[config.mk]
export PLATFORM = sky130hd
export DESIGN_NAME = bounded_coin_change_max_coins
export DESIGN_NICKNAME = d
export VERILOG_FILES = /design/src/bccm_pkg.sv /design/src/bccm_ctrl.sv /design/src/bccm_node.sv /design/src/bccm_bottom.sv /design/src/bounded_coin_change_max_coins.sv
export SDC_FILE = /design/constraint.sdc
export NUM_CORES = 1
export LEC_CHECK = 0
export BUFFER_PORTS_ARGS = -buffer_cell sky130_fd_sc_hd__clkbuf_2
export CELL_PAD_IN_SITES_DETAIL_PLACEMENT = 1
export CELL_PAD_IN_SITES_GLOBAL_PLACEMENT = 1
export CORE_UTILIZATION = 30
export DETAILED_ROUTE_END_ITERATION = 12
export GPL_TIMING_DRIVEN = 1
export PLACE_DENSITY = 0.52
export SLEW_MARGIN = 20
export SYNTH_ARGS = -nofsm -noshare
export SYNTH_HDL_FRONTEND = slang
export SYNTH_SLANG_ARGS = --single-unit
[constraint.sdc]
create_clock -name clk -period 13.7 [get_ports clk]
set_input_delay 1.37 -clock clk [delete_from_list [all_inputs] [get_ports clk]]
set_output_delay 1.37 -clock clk [all_outputs]
set_load 0.01 [all_outputs]
[src/bccm_pkg.sv]
// Package for the bounded coin change (most coins) block.
// Types, state encoding, control structs and the denomination table.
// No dependencies.
`default_nettype none

package bccm_pkg;

	localparam int NUM_DENOM_ALL = 8;
	localparam int NUM_LEVELS    = 6;
	localparam int LVL_W         = 3;
	localparam int DENOM_W       = 8;
	localparam int PRICE_W       = 16;
	localparam int COIN_W        = 18;
	localparam int REM_W         = 18;
	localparam int BEST_W        = 11;

	typedef logic [LVL_W-1:0]          lvl_t;
	typedef logic [COIN_W-1:0]         coin_t;
	typedef logic signed [REM_W-1:0]   rem_t;

	localparam logic [BEST_W-1:0] BEST_MAX   = 11'h7ff;
	localparam lvl_t              IDX_LAST   = 3'd6;
	localparam lvl_t              LVL_LAST   = 3'd5;
	localparam lvl_t              LVL_NUM    = 3'd6;
	localparam lvl_t              DENOM_LAST = 3'd7;

	typedef enum logic [2:0] {
		ST_IDLE,
		ST_INIT,
		ST_EVAL,
		ST_ADV,
		ST_BOT1,
		ST_BOT2,
		ST_DONE
	} state_t;

	// node verdict: brk closes the level, skip moves to the next count
	typedef struct packed {
		logic brk;
		logic skip;
	} node_stat_t;

	typedef struct packed {
		logic load;
		logic init_acc;
		logic push;
		logic adv;
		logic pop;
		logic bot1;
		logic bot2;
		logic done;
		lvl_t depth;
		lvl_t idx;
	} ctrl_t;

	function automatic logic [DENOM_W-1:0] denom_value(input lvl_t idx);
		logic [DENOM_W-1:0] v;
		case (idx)
			3'd0: v = 8'd1;
			3'd1: v = 8'd2;
			3'd2: v = 8'd5;
			3'd3: v = 8'd10;
			3'd4: v = 8'd20;
			3'd5: v = 8'd50;
			3'd6: v = 8'd100;
			default: v = 8'd200;
		endcase
		return v;
	endfunction

endpackage

`default_nettype wire

[src/bccm_ctrl.sv]
// Search sequencer: table setup, depth-first walk over levels, result strobe.
// Depends on bccm_pkg.
`default_nettype none

module bccm_ctrl (
	input  wire                  clk,
	input  wire                  arst_n,
	input  wire                  start,
	input  wire bccm_pkg::node_stat_t stat,
	output logic                 busy,
	output bccm_pkg::ctrl_t      ctl
);

	bccm_pkg::state_t state_q, state_d;
	bccm_pkg::lvl_t   depth_q;
	bccm_pkg::lvl_t   idx_q;

	always_comb begin
		state_d = state_q;
		case (state_q)
			bccm_pkg::ST_IDLE: begin
				if (start) begin
					state_d = bccm_pkg::ST_INIT;
				end
			end
			bccm_pkg::ST_INIT: begin
				if (idx_q == bccm_pkg::IDX_LAST) begin
					state_d = bccm_pkg::ST_EVAL;
				end
			end
			bccm_pkg::ST_EVAL: begin
				if (stat.brk) begin
					state_d = (depth_q == '0) ? bccm_pkg::ST_DONE : bccm_pkg::ST_ADV;
				end else if (!stat.skip && depth_q == bccm_pkg::LVL_LAST) begin
					state_d = bccm_pkg::ST_BOT1;
				end
			end
			bccm_pkg::ST_ADV:  state_d = bccm_pkg::ST_EVAL;
			bccm_pkg::ST_BOT1: state_d = bccm_pkg::ST_BOT2;
			bccm_pkg::ST_BOT2: state_d = bccm_pkg::ST_ADV;
			bccm_pkg::ST_DONE: state_d = bccm_pkg::ST_IDLE;
			default:           state_d = bccm_pkg::ST_IDLE;
		endcase
	end

	always_comb begin
		ctl       = '0;
		ctl.depth = depth_q;
		ctl.idx   = idx_q;
		case (state_q)
			bccm_pkg::ST_IDLE: ctl.load = start;
			bccm_pkg::ST_INIT: ctl.init_acc = 1'b1;
			bccm_pkg::ST_EVAL: begin
				ctl.pop  = stat.brk;
				ctl.adv  = !stat.brk && stat.skip;
				ctl.push = !stat.brk && !stat.skip && (depth_q != bccm_pkg::LVL_LAST);
			end
			bccm_pkg::ST_ADV:  ctl.adv  = 1'b1;
			bccm_pkg::ST_BOT1: ctl.bot1 = 1'b1;
			bccm_pkg::ST_BOT2: ctl.bot2 = 1'b1;
			bccm_pkg::ST_DONE: ctl.done = 1'b1;
			default: ;
		endcase
	end

	assign busy = (state_q != bccm_pkg::ST_IDLE);

	always_ff @(posedge clk or negedge arst_n) begin
		if (!arst_n) begin
			state_q <= bccm_pkg::ST_IDLE;
			depth_q <= '0;
			idx_q   <= '0;
		end else begin
			state_q <= state_d;
			if (ctl.load) begin
				depth_q <= '0;
				idx_q   <= '0;
			end else begin
				if (ctl.push) begin
					depth_q <= depth_q + bccm_pkg::lvl_t'(1);
				end else if (ctl.pop && depth_q != '0) begin
					depth_q <= depth_q - bccm_pkg::lvl_t'(1);
				end
				if (ctl.init_acc) begin
					idx_q <= idx_q + bccm_pkg::lvl_t'(1);
				end
			end
		end
	end

endmodule

`default_nettype wire

[src/bccm_node.sv]
// Node evaluation unit: range, reachability and coin-bound tests for one count.
// Depends on bccm_pkg.
`default_nettype none

module bccm_node #(
	parameter int COUNT_BITS = 8
) (
	input  wire [COUNT_BITS:0]           k,
	input  wire bccm_pkg::coin_t         ck,
	input  wire bccm_pkg::rem_t          rp,
	input  wire [COUNT_BITS-1:0]         cnt,
	input  wire [COUNT_BITS+8:0]         cap,
	input  wire [COUNT_BITS+2:0]         cntb,
	input  wire bccm_pkg::coin_t         best,
	input  wire                          found,
	output bccm_pkg::node_stat_t         stat
);

	localparam int CAP_W = COUNT_BITS + 9;
	localparam int EXT_W = ((CAP_W > bccm_pkg::COIN_W) ? CAP_W : bccm_pkg::COIN_W) + 1;

	logic [EXT_W-1:0] rp_e, cap_e, cntb_e, ck_e, best_e, lim_e, ub_all, ub_cnt;
	logic             rp_neg, k_over;

	always_comb begin
		rp_neg = rp[bccm_pkg::REM_W-1];
		rp_e   = EXT_W'(rp[bccm_pkg::REM_W-2:0]);
		cap_e  = EXT_W'(cap);
		cntb_e = EXT_W'(cntb);
		ck_e   = EXT_W'(ck);
		best_e = EXT_W'(best);
		lim_e  = (cntb_e < rp_e) ? cntb_e : rp_e;
		ub_all = ck_e + rp_e;
		ub_cnt = ck_e + lim_e;
		k_over = (k > {1'b0, cnt});
		stat.brk  = k_over || rp_neg || (found && ub_all <= best_e);
		stat.skip = (rp_e > cap_e) || (found && ub_cnt <= best_e);
	end

endmodule

`default_nettype wire

[src/bccm_bottom.sv]
// Closed-form finish for the 2 and 1 denominations, registered on bot1 and judged on bot2.
// Depends on bccm_pkg.
`default_nettype none

module bccm_bottom #(
	parameter int COUNT_BITS = 8
) (
	input  wire                                clk,
	input  wire bccm_pkg::ctrl_t               ctl,
	input  wire [bccm_pkg::REM_W-2:0]          rem,
	input  wire bccm_pkg::coin_t               base,
	input  wire [COUNT_BITS-1:0]               c1,
	input  wire [COUNT_BITS-1:0]               c2,
	input  wire bccm_pkg::coin_t               best,
	input  wire                                found,
	output logic                               upd,
	output bccm_pkg::coin_t                    total
);

	localparam int RM_W = bccm_pkg::REM_W - 1;

	logic signed [RM_W:0] diff;
	logic [RM_W-1:0]      k2_d, k2_q, rem_q;
	bccm_pkg::coin_t      sum_q;
	logic                 fit;

	always_comb begin
		diff = $signed({1'b0, rem}) - $signed({{(RM_W + 1 - COUNT_BITS){1'b0}}, c1});
		if (diff[RM_W] || diff == '0) begin
			k2_d = '0;
		end else begin
			k2_d = (diff[RM_W-1:0] >> 1) + RM_W'(diff[0]);
		end
	end

	always_ff @(posedge clk) begin
		if (ctl.bot1) begin
			k2_q  <= k2_d;
			rem_q <= rem;
			sum_q <= base + bccm_pkg::coin_t'(rem);
		end
	end

	always_comb begin
		fit   = (k2_q <= {{(RM_W - COUNT_BITS){1'b0}}, c2}) && ({k2_q, 1'b0} <= {1'b0, rem_q});
		total = sum_q - bccm_pkg::coin_t'(k2_q);
		upd   = ctl.bot2 && fit && (!found || total > best);
	end

endmodule

`default_nettype wire

[src/bounded_coin_change_max_coins.sv]
// After accept ST_INIT builds the bounds, ST_EVAL visits nodes, ST_ADV returns to a parent
// level, ST_BOT1/ST_BOT2 finish a leaf, ST_DONE latches; then a one-cycle result strobe.
// One transaction at a time; in ST_EVAL the node unit judges one count per cycle, so the run
// time follows the search. Busy stays high from accept until the result strobe; no stalls.
// Asynchronous active-low reset clears the sequencer, the best-so-far flag and the outputs.
// Depends on bccm_pkg, bccm_ctrl, bccm_node, bccm_bottom.
`default_nettype none

module bounded_coin_change_max_coins #(
	parameter int NUM_DENOMINATIONS = 8,
	parameter int COUNT_BITS        = 8
) (
	input  wire                             clk,
	input  wire                             arst_n,
	input  wire                             start,
	output logic                            busy,
	input  wire [bccm_pkg::PRICE_W-1:0]     price,
	input  wire [COUNT_BITS-1:0]            count_one,
	input  wire [COUNT_BITS-1:0]            count_two,
	input  wire [COUNT_BITS-1:0]            count_five,
	input  wire [COUNT_BITS-1:0]            count_ten,
	input  wire [COUNT_BITS-1:0]            count_twenty,
	input  wire [COUNT_BITS-1:0]            count_fifty,
	input  wire [COUNT_BITS-1:0]            count_hundred,
	input  wire [COUNT_BITS-1:0]            count_twohundred,
	output logic                            done,
	output logic [bccm_pkg::BEST_W-1:0]     best_coins,
	output logic                            impossible
);

	localparam int KW     = COUNT_BITS + 1;
	localparam int CAP_W  = COUNT_BITS + 9;
	localparam int CNTB_W = COUNT_BITS + 3;
	localparam int PROD_W = COUNT_BITS + 8;

	bccm_pkg::ctrl_t      ctl;
	bccm_pkg::node_stat_t stat;

	logic [COUNT_BITS-1:0] cnt_in [bccm_pkg::NUM_DENOM_ALL];
	logic [COUNT_BITS-1:0] cnt_q  [bccm_pkg::NUM_DENOM_ALL];

	logic [KW-1:0]         lvl_k_q  [bccm_pkg::NUM_LEVELS];
	bccm_pkg::coin_t       lvl_ck_q [bccm_pkg::NUM_LEVELS];
	bccm_pkg::rem_t        lvl_rp_q [bccm_pkg::NUM_LEVELS];
	logic [CAP_W-1:0]      cap_q    [bccm_pkg::NUM_LEVELS];
	logic [CNTB_W-1:0]     cntb_q   [bccm_pkg::NUM_LEVELS];

	logic [CAP_W-1:0]      acc_q, acc_d;
	logic [CNTB_W-1:0]     cacc_q, cacc_d;
	logic [PROD_W-1:0]     prod;

	bccm_pkg::lvl_t        cidx, dep_up, cap_idx;
	logic [COUNT_BITS-1:0] cnt_cur;
	logic [KW-1:0]         k_cur;
	bccm_pkg::coin_t       ck_cur;
	bccm_pkg::rem_t        rp_cur, v_rem;
	logic [bccm_pkg::DENOM_W-1:0] v_cur, v_idx;

	bccm_pkg::coin_t       best_q, total;
	logic                  found_q, upd;

	logic                  done_q, impossible_q;
	logic [bccm_pkg::BEST_W-1:0] best_coins_q;

	assign cnt_in[0] = count_one;
	assign cnt_in[1] = count_two;
	assign cnt_in[2] = count_five;
	assign cnt_in[3] = count_ten;
	assign cnt_in[4] = count_twenty;
	assign cnt_in[5] = count_fifty;
	assign cnt_in[6] = count_hundred;
	assign cnt_in[7] = count_twohundred;

	bccm_ctrl u_ctrl (
		.clk    (clk),
		.arst_n (arst_n),
		.start  (start),
		.stat   (stat),
		.busy   (busy),
		.ctl    (ctl)
	);

	always_comb begin
		cidx    = ctl.init_acc ? ctl.idx : (bccm_pkg::DENOM_LAST - ctl.depth);
		cnt_cur = cnt_q[cidx];
		dep_up  = ctl.depth + bccm_pkg::lvl_t'(1);
		cap_idx = bccm_pkg::LVL_NUM - ctl.idx;
		k_cur   = lvl_k_q[ctl.depth];
		ck_cur  = lvl_ck_q[ctl.depth];
		rp_cur  = lvl_rp_q[ctl.depth];
		v_cur   = bccm_pkg::denom_value(bccm_pkg::DENOM_LAST - ctl.depth);
		v_rem   = $signed({{(bccm_pkg::REM_W - bccm_pkg::DENOM_W){1'b0}}, v_cur});
		v_idx   = bccm_pkg::denom_value(ctl.idx);
		prod    = {{COUNT_BITS{1'b0}}, v_idx} * {8'd0, cnt_cur};
		acc_d   = acc_q + CAP_W'(prod);
		cacc_d  = cacc_q + CNTB_W'(cnt_cur);
	end

	always_ff @(posedge clk) begin
		if (ctl.load) begin
			for (int d = 0; d < bccm_pkg::NUM_DENOM_ALL; d++) begin
				cnt_q[d] <= (d < NUM_DENOMINATIONS) ? cnt_in[d] : '0;
			end
			acc_q  <= '0;
			cacc_q <= '0;
		end else if (ctl.init_acc) begin
			acc_q  <= acc_d;
			cacc_q <= cacc_d;
			if (ctl.idx != '0) begin
				cap_q[cap_idx]  <= acc_d;
				cntb_q[cap_idx] <= cacc_d;
			end
		end
	end

	// level stack: chosen count, coins so far, amount still to pay
	always_ff @(posedge clk) begin
		if (ctl.load) begin
			lvl_k_q[0]  <= '0;
			lvl_ck_q[0] <= '0;
			lvl_rp_q[0] <= $signed({{(bccm_pkg::REM_W - bccm_pkg::PRICE_W){1'b0}}, price});
		end else if (ctl.push) begin
			lvl_k_q[dep_up]  <= '0;
			lvl_ck_q[dep_up] <= ck_cur;
			lvl_rp_q[dep_up] <= rp_cur;
		end else if (ctl.adv) begin
			lvl_k_q[ctl.depth]  <= k_cur + KW'(1);
			lvl_ck_q[ctl.depth] <= ck_cur + bccm_pkg::coin_t'(1);
			lvl_rp_q[ctl.depth] <= rp_cur - v_rem;
		end
	end

	bccm_node #(
		.COUNT_BITS (COUNT_BITS)
	) u_node (
		.k     (k_cur),
		.ck    (ck_cur),
		.rp    (rp_cur),
		.cnt   (cnt_cur),
		.cap   (cap_q[ctl.depth]),
		.cntb  (cntb_q[ctl.depth]),
		.best  (best_q),
		.found (found_q),
		.stat  (stat)
	);

	bccm_bottom #(
		.COUNT_BITS (COUNT_BITS)
	) u_bottom (
		.clk   (clk),
		.ctl   (ctl),
		.rem   (rp_cur[bccm_pkg::REM_W-2:0]),
		.base  (ck_cur),
		.c1    (cnt_q[0]),
		.c2    (cnt_q[1]),
		.best  (best_q),
		.found (found_q),
		.upd   (upd),
		.total (total)
	);

	always_ff @(posedge clk or negedge arst_n) begin
		if (!arst_n) begin
			found_q <= 1'b0;
			best_q  <= '0;
		end else if (ctl.load) begin
			found_q <= 1'b0;
		end else if (upd) begin
			found_q <= 1'b1;
			best_q  <= total;
		end
	end

	always_ff @(posedge clk or negedge arst_n) begin
		if (!arst_n) begin
			done_q       <= 1'b0;
			best_coins_q <= '0;
			impossible_q <= 1'b0;
		end else begin
			done_q <= ctl.done;
			if (ctl.done) begin
				impossible_q <= !found_q;
				if (!found_q) begin
					best_coins_q <= '0;
				end else if (best_q > bccm_pkg::coin_t'(bccm_pkg::BEST_MAX)) begin
					best_coins_q <= bccm_pkg::BEST_MAX;
				end else begin
					best_coins_q <= best_q[bccm_pkg::BEST_W-1:0];
				end
			end
		end
	end

	assign done       = done_q;
	assign best_coins = best_coins_q;
	assign impossible = impossible_q;

`ifndef SYNTHESIS
	a_done_pulse: assert property (@(posedge clk) disable iff (!arst_n)
		done |=> !done)
		else $error("result strobe longer than one cycle");

	a_busy_end: assert property (@(posedge clk) disable iff (!arst_n)
		$fell(busy) |-> done)
		else $error("busy dropped without a result");

	a_imp_zero: assert property (@(posedge clk) disable iff (!arst_n)
		(done && impossible) |-> (best_coins == '0))
		else $error("impossible result with nonzero coin count");

	a_depth: assert property (@(posedge clk) disable iff (!arst_n)
		busy |-> (ctl.depth <= bccm_pkg::LVL_LAST))
		else $error("search depth out of range");

	a_start: assert property (@(posedge clk) disable iff (!arst_n)
		(start && !busy) |=> busy)
		else $error("transaction accepted but block not busy");
`endif

endmodule

`default_nettype wire

==> results.md <==
* GRT overflow at 0
* Std-Cell Rows at between 100 and 150
* Clock buffer depth at 3
* Starting Density at 30.33%
* Min-delay worst type: reg -> reg
* Synth async-reset ratio at 6.581%
* Primary FF master, synth: edfxtp_1
* Register Area at approximately 18000 sq um
* CP max-delay cell: dfrtp_4
* Cell mode on critical path: a21oi_1
* DRT Pass-1 Iters at 4
* Post-CTS sizing at 0
* Period minus WS final at 11.02 ns
* Clock latency on the worst-skew pair at 0.64 ns
* Clock sink total at 623
* Final HPWL DP at 74.88 mm
* Worst path max stage delay at 0.91 ns
* Port buffer count at 96
* Multi-input logic area at around 15000 sq um
* Final Hold Fails at 0
* WL met1 at 45.98 mm
* Met3 WL at 3.328 mm
* Required @ worst endpoint at 13.98 ns
* DRT Wirelength at 102.1 mm
* Post-layout net count at 3221
* Dpl ws at between 2 and 3 ns
* Ports at 97
* Pin count of the biggest net entering global routing at 68
* Synth Register Bits at 623
* Remaining DRCs at 0
* Share of layout cells above drive strength 1 at 16.57%
* Filler instances at 12060
* Via-per-instance ratio at around 5
* Width of the die at between 300 and 400 um
* Avg WL per Cell at between 20 and 25 um
* Post-synth cell types at 85
* Post-synth EDFFs at 554
* Post-Synthesis Cells at 2674
* Final worst clock skew at 0.02610 ns
* Maximum clock rate at 0.09072 GHz
* Crit path arrival time at 11.30 ns
* Setup_tns at 0 ns
* Critical setup path kind: reg -> reg
* Root Driver: clkbuf_16
* Ys Warns at 0
* Post-Syn Area at approximately 34000 sq um
* Clock slew at reported path FFs at around 0.060 ns
* Initial antenna violation count at 6
* Top sig layer: met5
* Gr usage total at between 10% and 20%
* Max-cap violations at 0
* Cts hold-fix bufs at 0
* Met2 wire len at 49.98 mm
* # setup viols final at 0
* H-tree levels at 3
* Worst setup margin at 2.678 ns
* Worst-path fanout max at 43
* Slew margin rel. at 25.36%
* Tcrit/Tclk final at 80.46%
* First-pass GRT wire length at 154.5 mm
* Vias after detailed routing at 22055
* Number of global-route vias before repair at 24073
* Crit. End Element: flip-flop
* CTS tree: done
* Chip height at 339.5 um
* Post-CTS setup buffer count at 0
* Drt first-iter violations at 1336
* Seq/Total Area, Yosys at 53.34%
* Max-slew violations at 0
* Detail Route Antenna Nets at 0
* Crit path launch type: flip-flop
* Slew @ Worst Pin at 1.108 ns
* GP Congestion at a little under 0.9
* P&R area growth vs syn at 14.46%
* Die ar. at 115200 sq um
* Unrepaired setup endpoints after global routing: no
* Status: finished, final reports clean
* Core Area at 112700 sq um
* Syn avg cell area at 12.78 sq um
* ANT cells at 0
* Total CTS buffers at 74
-- cell families after synthesis --
| group | synth area share (%) |
|---|---|
| and+or+nand+nor | 8.801 |
| muxes | 10.35 |
| AOI/OAI and AO/OA | 8.596 |
| adders and majority gates | 12.33 |
| xor gates and xnor gates | 2.769 |
| other | 0.01098 |
| buffers and inverters | 3.805 |
| DFF | 53.34 |
-- final timing paths --
check,from,end,slack (ns),cells after the start
max in group asynchronous,arst_n,u_ctrl.depth_q[0]$_DFFE_PN0P_,12.22,2
worst min-delay path,acc_q[14]$_SDFFE_PP0P_,acc_q[14]$_SDFFE_PP0P_,0.46,2
min in group asynchronous,arst_n,best_q[16]$_DFFE_PN0P_,0.90,2
worst max register to register,u_ctrl.depth_q[1]$_DFFE_PN0P_,lvl_ck_q[3][13]$_DFFE_PP_,2.68,35
worst min register to register,acc_q[14]$_SDFFE_PP0P_,acc_q[14]$_SDFFE_PP0P_,0.46,2
worst max-delay path,u_ctrl.depth_q[1]$_DFFE_PN0P_,lvl_ck_q[3][13]$_DFFE_PP_,2.68,35
-- cells in the final DEF (no fill, tap or decap), types with 9 or more instances in the layout --
| master | netlist | layout |
|---|---|---|
| mux2_2 | 50 | 50 |
| nor2_1 | 183 | 181 |
| nand3_1 | 38 | 38 |
| o21a_1 | 22 | 22 |
| or2_2 | 32 | 32 |
| a31oi_1 | 20 | 19 |
| xnor2_1 | 74 | 74 |
| mux2i_1 | 83 | 83 |
| a21o_1 | 37 | 37 |
| dfxtp_1 | 28 | 28 |
| and2_1 | 12 | 12 |
| nand2_1 | 170 | 170 |
| nor3_1 | 36 | 33 |
| mux2_1 | 11 | 11 |
| clkbuf_2 | 0 | 96 |
| clkinv_1 | 1 | 14 |
| xor2_1 | 34 | 34 |
| ha_1 | 247 | 247 |
| o21bai_1 | 15 | 15 |
| clkbuf_16 | 0 | 75 |
| or3_1 | 11 | 11 |
| o21ai_0 | 120 | 120 |
| nor2b_1 | 31 | 29 |
| nor4_1 | 11 | 9 |
| inv_1 | 231 | 230 |
| a211oi_1 | 17 | 14 |
| and3_1 | 24 | 23 |
| buf_4 | 13 | 60 |
| nand2b_1 | 11 | 11 |
| mux4_2 | 89 | 89 |
| clkinv_2 | 0 | 16 |
| nand4_1 | 33 | 33 |
| a21boi_0 | 11 | 11 |
| edfxtp_1 | 554 | 554 |
| a21oi_1 | 148 | 146 |
| dfrtp_1 | 41 | 38 |
| fa_1 | 56 | 56 |
-- worst max-delay path, delay by kind of cell (launching register included) --
family	cells	cell delay [ns]
xor+xnor	1	0.10
flops	1	0.91
fa+ha+maj	3	0.79
mux	2	0.74
compound gates	20	4.90
simple gates	7	2.11
buf+inv	2	1.05
-- layer usage --
metal  track usage [%]  up-vias
met4             5.734        2
met5                 0        -
met1             23.55    11324
li1                  -    10244
met3             2.246      151
met2             30.29      334
-- sequential cells by signal, summed over array words and instances, names as in the netlist, 18 cells and up --
register	count
cap_q	102
u_bottom.sum_q	18
cnt_q	64
lvl_rp_q	108
best_q	18
lvl_ck_q	108
lvl_k_q	54
cntb_q	66
-- Yosys cell counts (12+ instances only) --
cell | instances | area [sq um]
a211oi_1 | 17 | 127.6
a21o_1 | 37 | 277.8
a21oi_1 | 148 | 740.7
a31oi_1 | 20 | 125.1
and2_1 | 12 | 75.07
and3_1 | 24 | 150.1
buf_2 | 16 | 80.08
buf_4 | 13 | 97.59
clkbuf_1 | 32 | 120.1
dfrtp_1 | 41 | 1026
dfxtp_1 | 28 | 560.5
edfxtp_1 | 554 | 16640
fa_1 | 56 | 1121
ha_1 | 247 | 3090
inv_1 | 231 | 867.1
mux2_2 | 50 | 563.0
mux2i_1 | 83 | 830.8
mux4_2 | 89 | 2004
nand2_1 | 170 | 638.1
nand3_1 | 38 | 190.2
nand4_1 | 33 | 206.5
nor2_1 | 183 | 686.9
nor2b_1 | 31 | 193.9
nor3_1 | 36 | 180.2
o21a_1 | 22 | 165.2
o21ai_0 | 120 | 600.6
o21bai_1 | 15 | 112.6
or2_2 | 32 | 200.2
xnor2_1 | 74 | 648.1
xor2_1 | 34 | 297.8
-- per-stage QoR --
stage / instance area [sq um] / hold slack, ns / cells / utilization [%]
after global routing: 39100 / 0.4868 / 4391 / 34.71
final: 39100 / 0.4569 / 4391 / 34.71
after floorplan: 34190 / 0.4363 / 2680 / -
after CTS: 39090 / 0.4616 / 4390 / 34.70
after detailed placement: 36710 / 0.4493 / 4258 / 32.59
after global placement: 36710 / 0.4468 / 4258 / 32.59
-- cell type report --
| type | count | area share [%] |
|---|---|---|
| flip-flops and latches | 623 | 46.62 |
| multi-input cells | 1745 | 37.78 |
| clock buffers | 81 | 4.857 |
| well taps | 1500 | 4.800 |
| repair buffers | 158 | 2.461 |
| inverters | 233 | 2.246 |
| clock inverters | 51 | 1.235 |
Power is left out: the tool's default activity adds up to more than one toggle a clock period on the data nets, which glitch-free logic cannot reach.
